`src/design/dod_pkg.sv`:
```
`default_nettype none
// ---------------------------------------------------------------------------
// dod_pkg
// Shared types and constants for the delta-of-delta encoder.
// ---------------------------------------------------------------------------
package dod_pkg;

  localparam int unsigned SampleW = 64;
  localparam int unsigned MagW    = 63;

  // Result kinds
  typedef enum logic [1:0] {
    KIND_FIRST = 2'd0,
    KIND_DELTA = 2'd1,
    KIND_DOD   = 2'd2
  } kind_t;

  // Position within a block
  typedef enum logic [1:0] {
    PH_FIRST  = 2'd0,
    PH_SECOND = 2'd1,
    PH_DOD    = 2'd2
  } phase_t;

  // Prefix codes, right-aligned
  localparam logic [4:0] PFX_ZERO = 5'b00000;
  localparam logic [4:0] PFX_6    = 5'b00010;
  localparam logic [4:0] PFX_8    = 5'b00110;
  localparam logic [4:0] PFX_11   = 5'b01110;
  localparam logic [4:0] PFX_31   = 5'b11110;
  localparam logic [4:0] PFX_63   = 5'b11111;

  // Exclusive range limits of the delta of deltas
  localparam logic signed [SampleW-1:0] LIM6_LO  = -64'sd63;
  localparam logic signed [SampleW-1:0] LIM6_HI  = 64'sd64;
  localparam logic signed [SampleW-1:0] LIM8_LO  = -64'sd255;
  localparam logic signed [SampleW-1:0] LIM8_HI  = 64'sd256;
  localparam logic signed [SampleW-1:0] LIM11_LO = -64'sd2047;
  localparam logic signed [SampleW-1:0] LIM11_HI = 64'sd2048;
  localparam logic signed [SampleW-1:0] LIM31_LO = -64'sd2147483648;
  localparam logic signed [SampleW-1:0] LIM31_HI = 64'sd2147483647;

  // One delta-of-delta code
  typedef struct packed {
    logic [4:0]      prefix_code;
    logic [2:0]      prefix_len;
    logic            sign_bit;
    logic [MagW-1:0] magnitude;
    logic [5:0]      magnitude_len;
  } code_t;

endpackage
`default_nettype wire

```
`src/design/dod_code.sv`:
```
`default_nettype none
// ---------------------------------------------------------------------------
// dod_code
// Combinational code selection for one delta of deltas: prefix, sign and
// magnitude field, chosen by signed range.
// ---------------------------------------------------------------------------
module dod_code (
  input  wire logic signed [dod_pkg::SampleW-1:0] dd,
  output dod_pkg::code_t                          code
);
  import dod_pkg::*;

  logic neg;
  logic [MagW-1:0] mag;

  // |dd| - 1: for negative dd this is simply ~dd
  assign neg = dd[SampleW-1];
  always_comb begin
    logic [SampleW-1:0] dec;
    dec = dd - 64'sd1;
    mag = neg ? ~dd[MagW-1:0] : dec[MagW-1:0];
  end

  // Range select
  always_comb begin
    code = '0;
    if (dd == '0) begin
      code.prefix_code = PFX_ZERO;
      code.prefix_len  = 3'd1;
    end else begin
      code.sign_bit  = neg;
      code.magnitude = mag;
      if (dd > LIM6_LO && dd < LIM6_HI) begin
        code.prefix_code   = PFX_6;
        code.prefix_len    = 3'd2;
        code.magnitude_len = 6'd6;
      end else if (dd > LIM8_LO && dd < LIM8_HI) begin
        code.prefix_code   = PFX_8;
        code.prefix_len    = 3'd3;
        code.magnitude_len = 6'd8;
      end else if (dd > LIM11_LO && dd < LIM11_HI) begin
        code.prefix_code   = PFX_11;
        code.prefix_len    = 3'd4;
        code.magnitude_len = 6'd11;
      end else if (dd > LIM31_LO && dd < LIM31_HI) begin
        code.prefix_code   = PFX_31;
        code.prefix_len    = 3'd5;
        code.magnitude_len = 6'd31;
      end else begin
        code.prefix_code   = PFX_63;
        code.prefix_len    = 3'd5;
        code.magnitude_len = 6'd63;
      end
    end
  end

endmodule
`default_nettype wire

```
`src/design/delta_of_delta_encoder.sv`:
```
`default_nettype none
// ---------------------------------------------------------------------------
// delta_of_delta_encoder
// Streaming delta-of-delta encoder for 64-bit samples, one result per sample.
// ---------------------------------------------------------------------------
// Each accepted sample yields exactly one result transaction: the first
// sample of a block (block_start, or the first after reset) comes out raw,
// the second as its raw delta, and every later one as a prefix/sign/magnitude
// code for the delta of deltas. The block takes one sample per cycle unless
// code_stall backs up the output register, and loads each result into the output
// register as its sample leaves the input register; that rate is set by the loop
// through last_value/last_delta, which updates as each sample leaves the input
// register. A result waiting on code_stall holds the output register while one
// further sample may still enter the input register.
module delta_of_delta_encoder (
  input  wire logic                                clk,
  input  wire logic                                rst,
  // sample channel
  input  wire logic                                sample_valid,
  output      logic                                sample_stall,
  input  wire logic                                block_start,
  input  wire logic signed [dod_pkg::SampleW-1:0]  sample,
  // code channel
  output      logic                                code_valid,
  input  wire logic                                code_stall,
  output      logic [1:0]                          kind,
  output      logic signed [dod_pkg::SampleW-1:0]  raw_word,
  output      logic [4:0]                          prefix_code,
  output      logic [2:0]                          prefix_len,
  output      logic                                sign_bit,
  output      logic [dod_pkg::MagW-1:0]            magnitude,
  output      logic [5:0]                          magnitude_len
);
  import dod_pkg::*;

  // Pipeline control
  logic out_en;
  logic s1_en;
  logic s2_load;
  logic s1_valid;
  logic s1_start;
  logic signed [SampleW-1:0] s1_sample;

  assign out_en       = !code_valid || !code_stall;
  assign s1_en        = !s1_valid || out_en;
  assign s2_load      = s1_valid && out_en;
  assign sample_stall = !s1_en;

  // Input register
  always_ff @(posedge clk) begin
    if (rst) begin
      s1_valid <= 1'b0;
    end else if (s1_en) begin
      s1_valid <= sample_valid;
    end
  end

  always_ff @(posedge clk) begin
    if (s1_en) begin
      s1_start  <= block_start;
      s1_sample <= sample;
    end
  end

  // Encoder state
  phase_t phase, phase_next;
  logic signed [SampleW-1:0] last_value;
  logic signed [SampleW-1:0] last_delta, last_delta_next;
  logic signed [SampleW-1:0] delta, dd;
  code_t dd_code;

  assign delta = s1_sample - last_value;
  assign dd    = delta - last_delta;

  dod_code u_code (
    .dd   (dd),
    .code (dd_code)
  );

  // Next state and result selection
  kind_t kind_next;
  logic signed [SampleW-1:0] raw_next;
  code_t code_next;

  always_comb begin
    phase_next      = phase;
    last_delta_next = delta;
    kind_next       = KIND_DOD;
    raw_next        = '0;
    code_next       = dd_code;
    if (s1_start || phase == PH_FIRST) begin
      phase_next      = PH_SECOND;
      last_delta_next = '0;
      kind_next       = KIND_FIRST;
      raw_next        = s1_sample;
      code_next       = '0;
    end else begin
      unique case (phase)
        PH_SECOND: begin
          phase_next = PH_DOD;
          kind_next  = KIND_DELTA;
          raw_next   = delta;
          code_next  = '0;
        end
        default: begin
          phase_next = PH_DOD;
        end
      endcase
    end
  end

  always_ff @(posedge clk) begin
    if (rst) begin
      phase      <= PH_FIRST;
      last_value <= '0;
      last_delta <= '0;
    end else if (s2_load) begin
      phase      <= phase_next;
      last_value <= s1_sample;
      last_delta <= last_delta_next;
    end
  end

  // Result register
  always_ff @(posedge clk) begin
    if (rst) begin
      code_valid <= 1'b0;
    end else if (out_en) begin
      code_valid <= s1_valid;
    end
  end

  always_ff @(posedge clk) begin
    if (s2_load) begin
      kind          <= kind_next;
      raw_word      <= raw_next;
      prefix_code   <= code_next.prefix_code;
      prefix_len    <= code_next.prefix_len;
      sign_bit      <= code_next.sign_bit;
      magnitude     <= code_next.magnitude;
      magnitude_len <= code_next.magnitude_len;
    end
  end

  // Checks
  a_start_gives_first: assert property (@(posedge clk) disable iff (rst)
    s2_load && s1_start |=> code_valid && kind == KIND_FIRST)
    else $error("block start did not produce a raw first value");

  a_raw_no_code: assert property (@(posedge clk) disable iff (rst)
    code_valid && kind != KIND_DOD |-> prefix_len == 3'd0 && magnitude_len == 6'd0)
    else $error("raw result carries a code");

  a_zero_no_mag: assert property (@(posedge clk) disable iff (rst)
    code_valid && kind == KIND_DOD && prefix_len == 3'd1 |->
      magnitude_len == 6'd0 && raw_word == '0)
    else $error("zero delta of deltas carries a magnitude");

  a_short_mag_fits: assert property (@(posedge clk) disable iff (rst)
    code_valid && magnitude_len == 6'd6 |-> magnitude[MagW-1:6] == '0)
    else $error("6-bit magnitude out of range");

  a_stall_only_full: assert property (@(posedge clk) disable iff (rst)
    sample_stall |-> s1_valid && code_valid && code_stall)
    else $error("input stalled with room in the pipeline");

endmodule
`default_nettype wire

```
`config.mk`:
```
export PLATFORM = sky130hd
export DESIGN_NAME = delta_of_delta_encoder
export DESIGN_NICKNAME = d
export VERILOG_FILES = /design/src/design/dod_pkg.sv /design/src/design/dod_code.sv /design/src/design/delta_of_delta_encoder.sv
export SDC_FILE = /design/constraint.sdc
export NUM_CORES = 1
export LEC_CHECK = 0
export ABC_AREA = 0
export BUFFER_PORTS_ARGS = -buffer_cell sky130_fd_sc_hd__buf_2
export CORE_MARGIN = 1.5
export CORE_UTILIZATION = 31
export CTS_CLUSTER_SIZE = 10
export DETAILED_ROUTE_END_ITERATION = 7
export HOLD_SLACK_MARGIN = 0.1
export MAX_ROUTING_LAYER = met4
export PLACE_DENSITY_LB_ADDON = 0.15
export RECOVER_POWER = 25
export SETUP_SLACK_MARGIN = 0.02
export SYNTH_ARGS = -nofsm -noshare
export SYNTH_HDL_FRONTEND = slang
export SYNTH_SLANG_ARGS = --single-unit
```
`constraint.sdc`:
```
create_clock -name clk -period 15.75 [get_ports clk]
set_input_delay 0.7875 -clock clk [delete_from_list [all_inputs] [get_ports clk]]
set_output_delay 0.7875 -clock clk [all_outputs]
set_load 0.02 [all_outputs]
```
==> qor.csv, run 1 <==
stage,metric,value,unit
outcome,status,"complete, but fails checks",
outcome,failing checks,"max-capacitance violations, max-slew violations",
logic_synthesis,asr flop ratio synth,0,%
cells_and_area,layout cells sized above 1,10.18,%
logic_synthesis,Syn Area/Cell,8.770,um2
cells_and_area,"commonest non-fill, non-tap cells in the layout","nand2_1, nor2_1, a21oi_1",
placed_design,post-DP HPWL,54.10,mm
clock_tree,CTS tree,done,
sta,min Tclk post-route,9.314,ns
logic_synthesis,Syn Std Cell Area,21860,um2
global_routing,gr usage total,19.48,%
cells_and_area,antenna cell count,0,
logic_synthesis,synth unique cells,88,
worst_hold_path,HP Class,input pin to flip-flop,
sta,Worst-Margin Slew,3.452,ns
cells_and_area,Reg area,8768,um2
worst_setup_path,Worst path max stage delay,0.90,ns
worst_setup_path,"Max FO, Critical Path",68,
cells_and_area,Layout Utilization,35.70,%
clock_tree,post-cts sizing count,0,
logic_synthesis,Synth top area share,28.03,%
clock_tree,CTS max path bufs,3,
power,leakage,9.299,nW
detailed_routing,DR iter-0 viols,1458,
detailed_routing,routed wire length,69.54,mm
worst_setup_path,critical path launch point type,flip-flop,
floorplan,Die ar.,72110,um2
logic_synthesis,Ys Warns,0,
sta,RSZ-0062 raised after global routing,no,
global_routing,GRT overflow,0,
cells_and_area,filler instances,7329,
detailed_routing,vias per cell,5.226,
worst_setup_path,CP top delay family,compound AO/OA/AOI/OAI gates,
clock_tree,Root Driver,clkbuf_16,
worst_setup_path,crit path capture type,flip-flop,
sta,final hold violation count,0,
sta,Rel. slew slack,-130.2,%
worst_setup_path,worst endpoint data arrival time,9.56,ns
sta,Max Slew Vio Count,184,
floorplan,die height,268.5,um
power,PnR Total Power,3.270,mW
logic_synthesis,Synth area leaders,"edfxtp_1, dfxtp_1, ha_1",
floorplan,initial core utilization,31.26,%
worst_setup_path,CP max stage cell,nand2_2,
worst_setup_path,CP bufs+invs,3,
cells_and_area,Finished Layout Cells,3613,
sta,final worst-path cycle share,59.14,%
detailed_routing,antenna-violating nets left,0,
sta,final setup TNS,0,ns
cells_and_area,Nets,2841,
clock_tree,"Clk Latency, worst-skew pair",0.59,ns
cells_and_area,area of the multi-input gates,11960,um2
logic_synthesis,Synth area leader,edfxtp_1,
logic_synthesis,"EDFF count, synth",204,
worst_setup_path,critical path class,flip-flop to flip-flop,
sta,worst hold slack,0.3740,ns
floorplan,core area,69910,um2
sta,final setup vio count,0,
job,max-cap check violation count,4,
global_routing,vias in the first global route,17910,
clock_tree,"Hold-fix buffers, CTS",0,
floorplan,I/O Pins,215,
detailed_routing,DR vias,18880,
logic_synthesis,Seq cells post-synth,336,
global_routing,pin count of the biggest net entering global routing,142,
placed_design,Cells after DPL,3536,
detailed_routing,residual DRC count,0,
global_routing,initial antenna violation count,0,
sta,Achievable Freq,107.4,MHz
global_routing,first-pass GRT wire length,106.7,mm
floorplan,num rows,97,
worst_setup_path,required time of the critical path,16.00,ns
sta,clock skew,0.03762,ns
clock_tree,clk sinks,336,
clock_tree,setup repair bufs after CTS,0,
cells_and_area,"leading cell type in the layout, fill and taps excluded",nand2_1,
detailed_routing,WL/cell,19.25,um
clock_tree,Clock transition at path regs,0.06,ns
logic_synthesis,"Seq/Total Area, Yosys",40.12,%
clock_tree,CTS Buf Count,42,
logic_synthesis,Post-Synthesis Cells,2492,
power,PwrDens,131.0,nW/um2
placed_design,GPL Wtd Cong,0.9508,
cells_and_area,area grow syn2layout,14.20,%
power,VDD IR max,0.00005815,V
placed_design,port bufs,214,
logic_synthesis,top_reg_cell synth,edfxtp_1,
detailed_routing,drt pass-1 iters,5,
clock_tree,htree depth,2,
floorplan,Die Span X,268.5,um
logic_synthesis,synthesized net count,2693,
==> stage by stage <==
step                      worst slack (ns)  area (um2)
final                                6.436       24960
after global placement               6.696       23750
after CTS                            6.491       25050
after global routing                 5.740       24960
after detailed placement             6.525       23750
after floorplan                      8.506       21860
==> routing by layer <==
metal  wire length [um]  global-route usage [%]  share of wire, %  vias to the layer above
li1                   -                       -                 -                     9320
met1              35260                   28.36                51                     8954
met2              29490                   28.48                42                      527
met3               3523                   2.603               5.1                       81
met4               1258                   4.297               1.8                        0
met5                  0                       -                 0                        -
==> report_power, final <==
group / internal (mW) / switching [mW] / leakage, nW / total, mW
registers: 0.977 / 0.0211 / 3.07 / 0.998
logic: 0.464 / 0.894 / 5.61 / 1.36
clock network: 0.532 / 0.382 / 0.622 / 0.913
total: 1.97 / 1.30 / 9.30 / 3.27
==> sequential cells by signal, summed over array words and instances, names as in the netlist <==
register / flops
last_delta: 64
last_value: 64
raw_word: 64
s1_sample: 64
magnitude: 63
prefix_code: 4
magnitude_len: 3
kind: 2
phase: 2
prefix_len: 2
code_valid: 1
s1_start: 1
s1_valid: 1
sign_bit: 1
==> cell usage after synthesis, drive strengths merged, types with 63 or more instances <==
master,count
nand2,273
clkbuf,108
a21o,76
xnor2,95
a22o,63
inv,172
o21ai,98
dfxtp,132
edfxtp,204
xor2,71
a21oi,250
ha,130
nor2,251
==> final cells by class <==
cell class / instances / area share, %
clock buffers: 68 / 4.722
inverters: 173 / 2.632
clock inverters: 9 / 0.4512
repair buffers: 228 / 4.451
well taps: 940 / 4.712
flip-flops and latches: 336 / 35.13
multi-input cells: 1859 / 47.90
==> cell families after synthesis <==
group                    count (synthesis)  share of synthesized area, %
AND/OR/NAND/NOR                        807                         17.24
XOR/XNOR                               167                         6.761
buffers and inverters                  297                         5.267
multiplexers                             5                        0.2519
flip-flops                             336                         40.12
adder cells (fa/ha/maj)                132                         7.625
AO/OA/AOI/OAI                          748                         22.74
==> worst paths after layout <==
path | startpoint | end | slack, ns | cells past startpoint
hold / removal | sample[6] | s1_sample[6] | 0.37 | 1
setup / recovery | s1_sample[0] | magnitude[21] | 6.44 | 31
setup reg to reg | s1_sample[0] | magnitude[21] | 6.44 | 31
hold reg to reg | last_delta[58] | last_delta[58] | 0.45 | 2
(Power assumes the default switching activity.)
==> inputs of run 2 (changes only) <==
--- a/config.mk
+++ b/config.mk
@@ -5,7 +5,7 @@
 export SDC_FILE = /design/constraint.sdc
 export NUM_CORES = 1
 export LEC_CHECK = 0
-export ABC_AREA = 0
+export ABC_AREA = 1
 export BUFFER_PORTS_ARGS = -buffer_cell sky130_fd_sc_hd__buf_2
 export CORE_MARGIN = 1.5
 export CORE_UTILIZATION = 31
==> constraint.sdc (replaced) <==
create_clock -name clk -period 9.1 [get_ports clk]
set_input_delay 0.455 -clock clk [delete_from_list [all_inputs] [get_ports clk]]
set_output_delay 0.455 -clock clk [all_outputs]
set_load 0.02 [all_outputs]
==> run 2 against run 1 <==
  * The run still ends with max-capacitance violations, max-slew violations left
  * Sequential cell count did not move
  * Cell count rose by 35%
  * Sequential power rose by 75%
  * Synthesized cell count rose by 42%
  * Combinational power rose by 130%
==> qor.csv, run 2 <==
stage,metric,value,unit
clock_tree,clk sinks,336,
worst_hold_path,HP Class,input pin to flip-flop,
placed_design,post-DP HPWL,68.74,mm
detailed_routing,residual DRC count,0,
cells_and_area,area of the multi-input gates,13140,um2
cells_and_area,layout cells sized above 1,6.962,%
cells_and_area,Nets,4002,
sta,Worst-Margin Slew,3.035,ns
logic_synthesis,Post-Synth XOR/XNOR Area,3.309,%
cells_and_area,antenna cell count,0,
floorplan,Die Span X,283.9,um
worst_setup_path,required time of the critical path,9.43,ns
detailed_routing,drt pass-1 iters,5,
outcome,status,"complete, but fails checks",
logic_synthesis,"EDFF count, synth",204,
detailed_routing,vias per cell,4.759,
power,VDD IR max,0.0001323,V
logic_synthesis,Synth Area in Compound Gates,13.90,%
clock_tree,"Clk Latency, worst-skew pair",0.59,ns
detailed_routing,WL/cell,17.51,um
global_routing,vias in the first global route,22290,
sta,final worst-path cycle share,85.77,%
detailed_routing,routed wire length,85.34,mm
placed_design,GPL Wtd Cong,0.9534,
clock_tree,CTS max path bufs,3,
logic_synthesis,Seq cells post-synth,336,
worst_setup_path,worst setup path startpoint,s1_sample[0],
logic_synthesis,Synth top area share,25.04,%
cells_and_area,filler instances,8557,
sta,final setup vio count,0,
worst_setup_path,CP bufs+invs,7,
power,PnR Total Power,6.454,mW
logic_synthesis,simple-gate share of the synthesized area,29.65,%
floorplan,initial core utilization,31.47,%
logic_synthesis,Synth area leader,edfxtp_1,
worst_setup_path,worst endpoint data arrival time,8.13,ns
detailed_routing,DR iter-0 viols,1466,
detailed_routing,DR vias,23200,
clock_tree,CTS tree,done,
sta,final hold violation count,0,
sta,RSZ-0062 raised after global routing,no,
logic_synthesis,asr flop ratio synth,0,%
logic_synthesis,multiplexer share of the synthesized area,0,%
cells_and_area,Layout Utilization,36.62,%
logic_synthesis,Syn Std Cell Area,24460,um2
sta,Achievable Freq,128.1,MHz
floorplan,core area,77720,um2
global_routing,gr usage total,21.23,%
logic_synthesis,synthesized net count,3740,
power,leakage,12.43,nW
clock_tree,Clock transition at path regs,0.06,ns
global_routing,GRT overflow,0,
clock_tree,htree depth,2,
worst_hold_path,Hold Crit Start,code_stall,
outcome,failing checks,"max-capacitance violations, max-slew violations",
power,PwrDens,226.8,nW/um2
worst_setup_path,Worst path max stage delay,0.51,ns
logic_synthesis,Syn Area/Cell,6.912,um2
worst_setup_path,"Max FO, Critical Path",59,
clock_tree,post-cts sizing count,0,
sta,Rel. slew slack,-102.3,%
floorplan,num rows,102,
cells_and_area,"commonest non-fill, non-tap cells in the layout","nand2_1, inv_1, nor2_1",
worst_setup_path,r2r startpoint,s1_sample[0],
placed_design,port bufs,214,
cells_and_area,Reg area,8768,um2
floorplan,die height,283.9,um
logic_synthesis,Synth area leaders,"edfxtp_1, nand2_1, dfxtp_1",
global_routing,initial antenna violation count,0,
sta,final setup TNS,0,ns
clock_tree,Root Driver,clkbuf_16,
sta,Max Slew Vio Count,83,
sta,clock skew,0.02820,ns
floorplan,Die ar.,80600,um2
worst_setup_path,crit path capture type,flip-flop,
cells_and_area,area grow syn2layout,16.35,%
global_routing,pin count of the biggest net entering global routing,110,
cells_and_area,"leading cell type in the layout, fill and taps excluded",nand2_1,
clock_tree,CTS Buf Count,42,
logic_synthesis,Ys Warns,0,
logic_synthesis,top_reg_cell synth,edfxtp_1,
logic_synthesis,largest family of logic cells by synthesized area,simple AND/OR/NAND/NOR gates,
sta,worst hold slack,0.1776,ns
logic_synthesis,Synth Area in Adders,6.813,%
worst_setup_path,CP top delay family,compound AO/OA/AOI/OAI gates,
floorplan,I/O Pins,215,
logic_synthesis,"Seq/Total Area, Yosys",35.84,%
global_routing,first-pass GRT wire length,130.2,mm
worst_setup_path,CP max stage cell,nand2_4,
sta,min Tclk post-route,7.805,ns
worst_setup_path,critical path launch point type,flip-flop,
logic_synthesis,most frequent cell after synthesis,nand2_1,
logic_synthesis,Commonest cells post-synth,"nand2_1, inv_1, nor2_1",
logic_synthesis,Post-Synthesis Cells,3539,
worst_setup_path,critical path class,flip-flop to flip-flop,
logic_synthesis,synth unique cells,65,
job,max-cap check violation count,2,
detailed_routing,antenna-violating nets left,0,
## run 2: changes by cell type in the layout (fill, tap and decap cells not counted), moves of 39 or more
cell,previous run,this run
a22oi_1,58,0
a211oi_1,13,67
nor2_1,250,414
nand2_1,271,1002
xnor2_1,95,18
dlygate4sd3_1,0,66
clkbuf_1,71,110
inv_1,171,584
a21o_1,76,5
nand3_1,29,166
buf_2,168,128
## run 2: logic make-up after synthesis
logic type	count (synthesis)
compound gates	567
simple gates	1748
flops	336
buf+inv	667
fa+ha+maj	132
xor+xnor	89
## run 2: routing by layer
| layer | wire (um) | part of all wire [%] | vias to the layer above | track usage [%] |
|---|---|---|---|---|
| met2 | 38550 | 45 | 551 | 33.63 |
| met4 | 2686 | 3.1 | 0 | 6.684 |
| met1 | 41030 | 48 | 10500 | 28.48 |
| met3 | 3072 | 3.6 | 128 | 2.042 |
| li1 | - | - | 12030 | - |
| met5 | 0 | 0 | - | - |
## run 2: layout make-up
class	count	area share, %
clock inverter	8	0.2769
clock buffer	70	4.277
tap	1040	4.572
inverter	590	7.798
timing repair buffer	295	6.088
multi-input combinational	2536	46.18
sequential	336	30.81
## run 2: worst min-delay path, stage by stage
cell	delay (ns)
buf_2	0.10
nand2_1	0.09
a21oi_1	0.07
## run 2: through the flow
step                instance area (um2)  setup slack (ns)  std cells
detailed placement                26630             1.314       4731
finish                            28460             1.295       4875
floorplan                         24460            0.9597       3539
global placement                  26630             1.354       4731
CTS                               28580             1.284       4875
global route                      28460            0.6395       4875
## run 2: power breakdown
part	internal, mW	switching, mW	leakage, nW
clock	0.916	0.679	0.620
sequential	1.71	0.0359	3.08
combinational	0.881	2.23	8.73
total	3.51	2.95	12.4
## run 2: timing repair
item	CTS	global route
buffers inserted	0	0
hold buffers	66	0
endpoints found under the hold margin	66	0
## run 2: final timing paths
check                           cells after the start             end  slack (ns)
worst min-delay path                                3      code_valid        0.18
worst max-delay path                               38   magnitude[51]        1.30
worst min register to register                      2  last_delta[48]        0.46
worst max register to register                     38   magnitude[51]        1.30
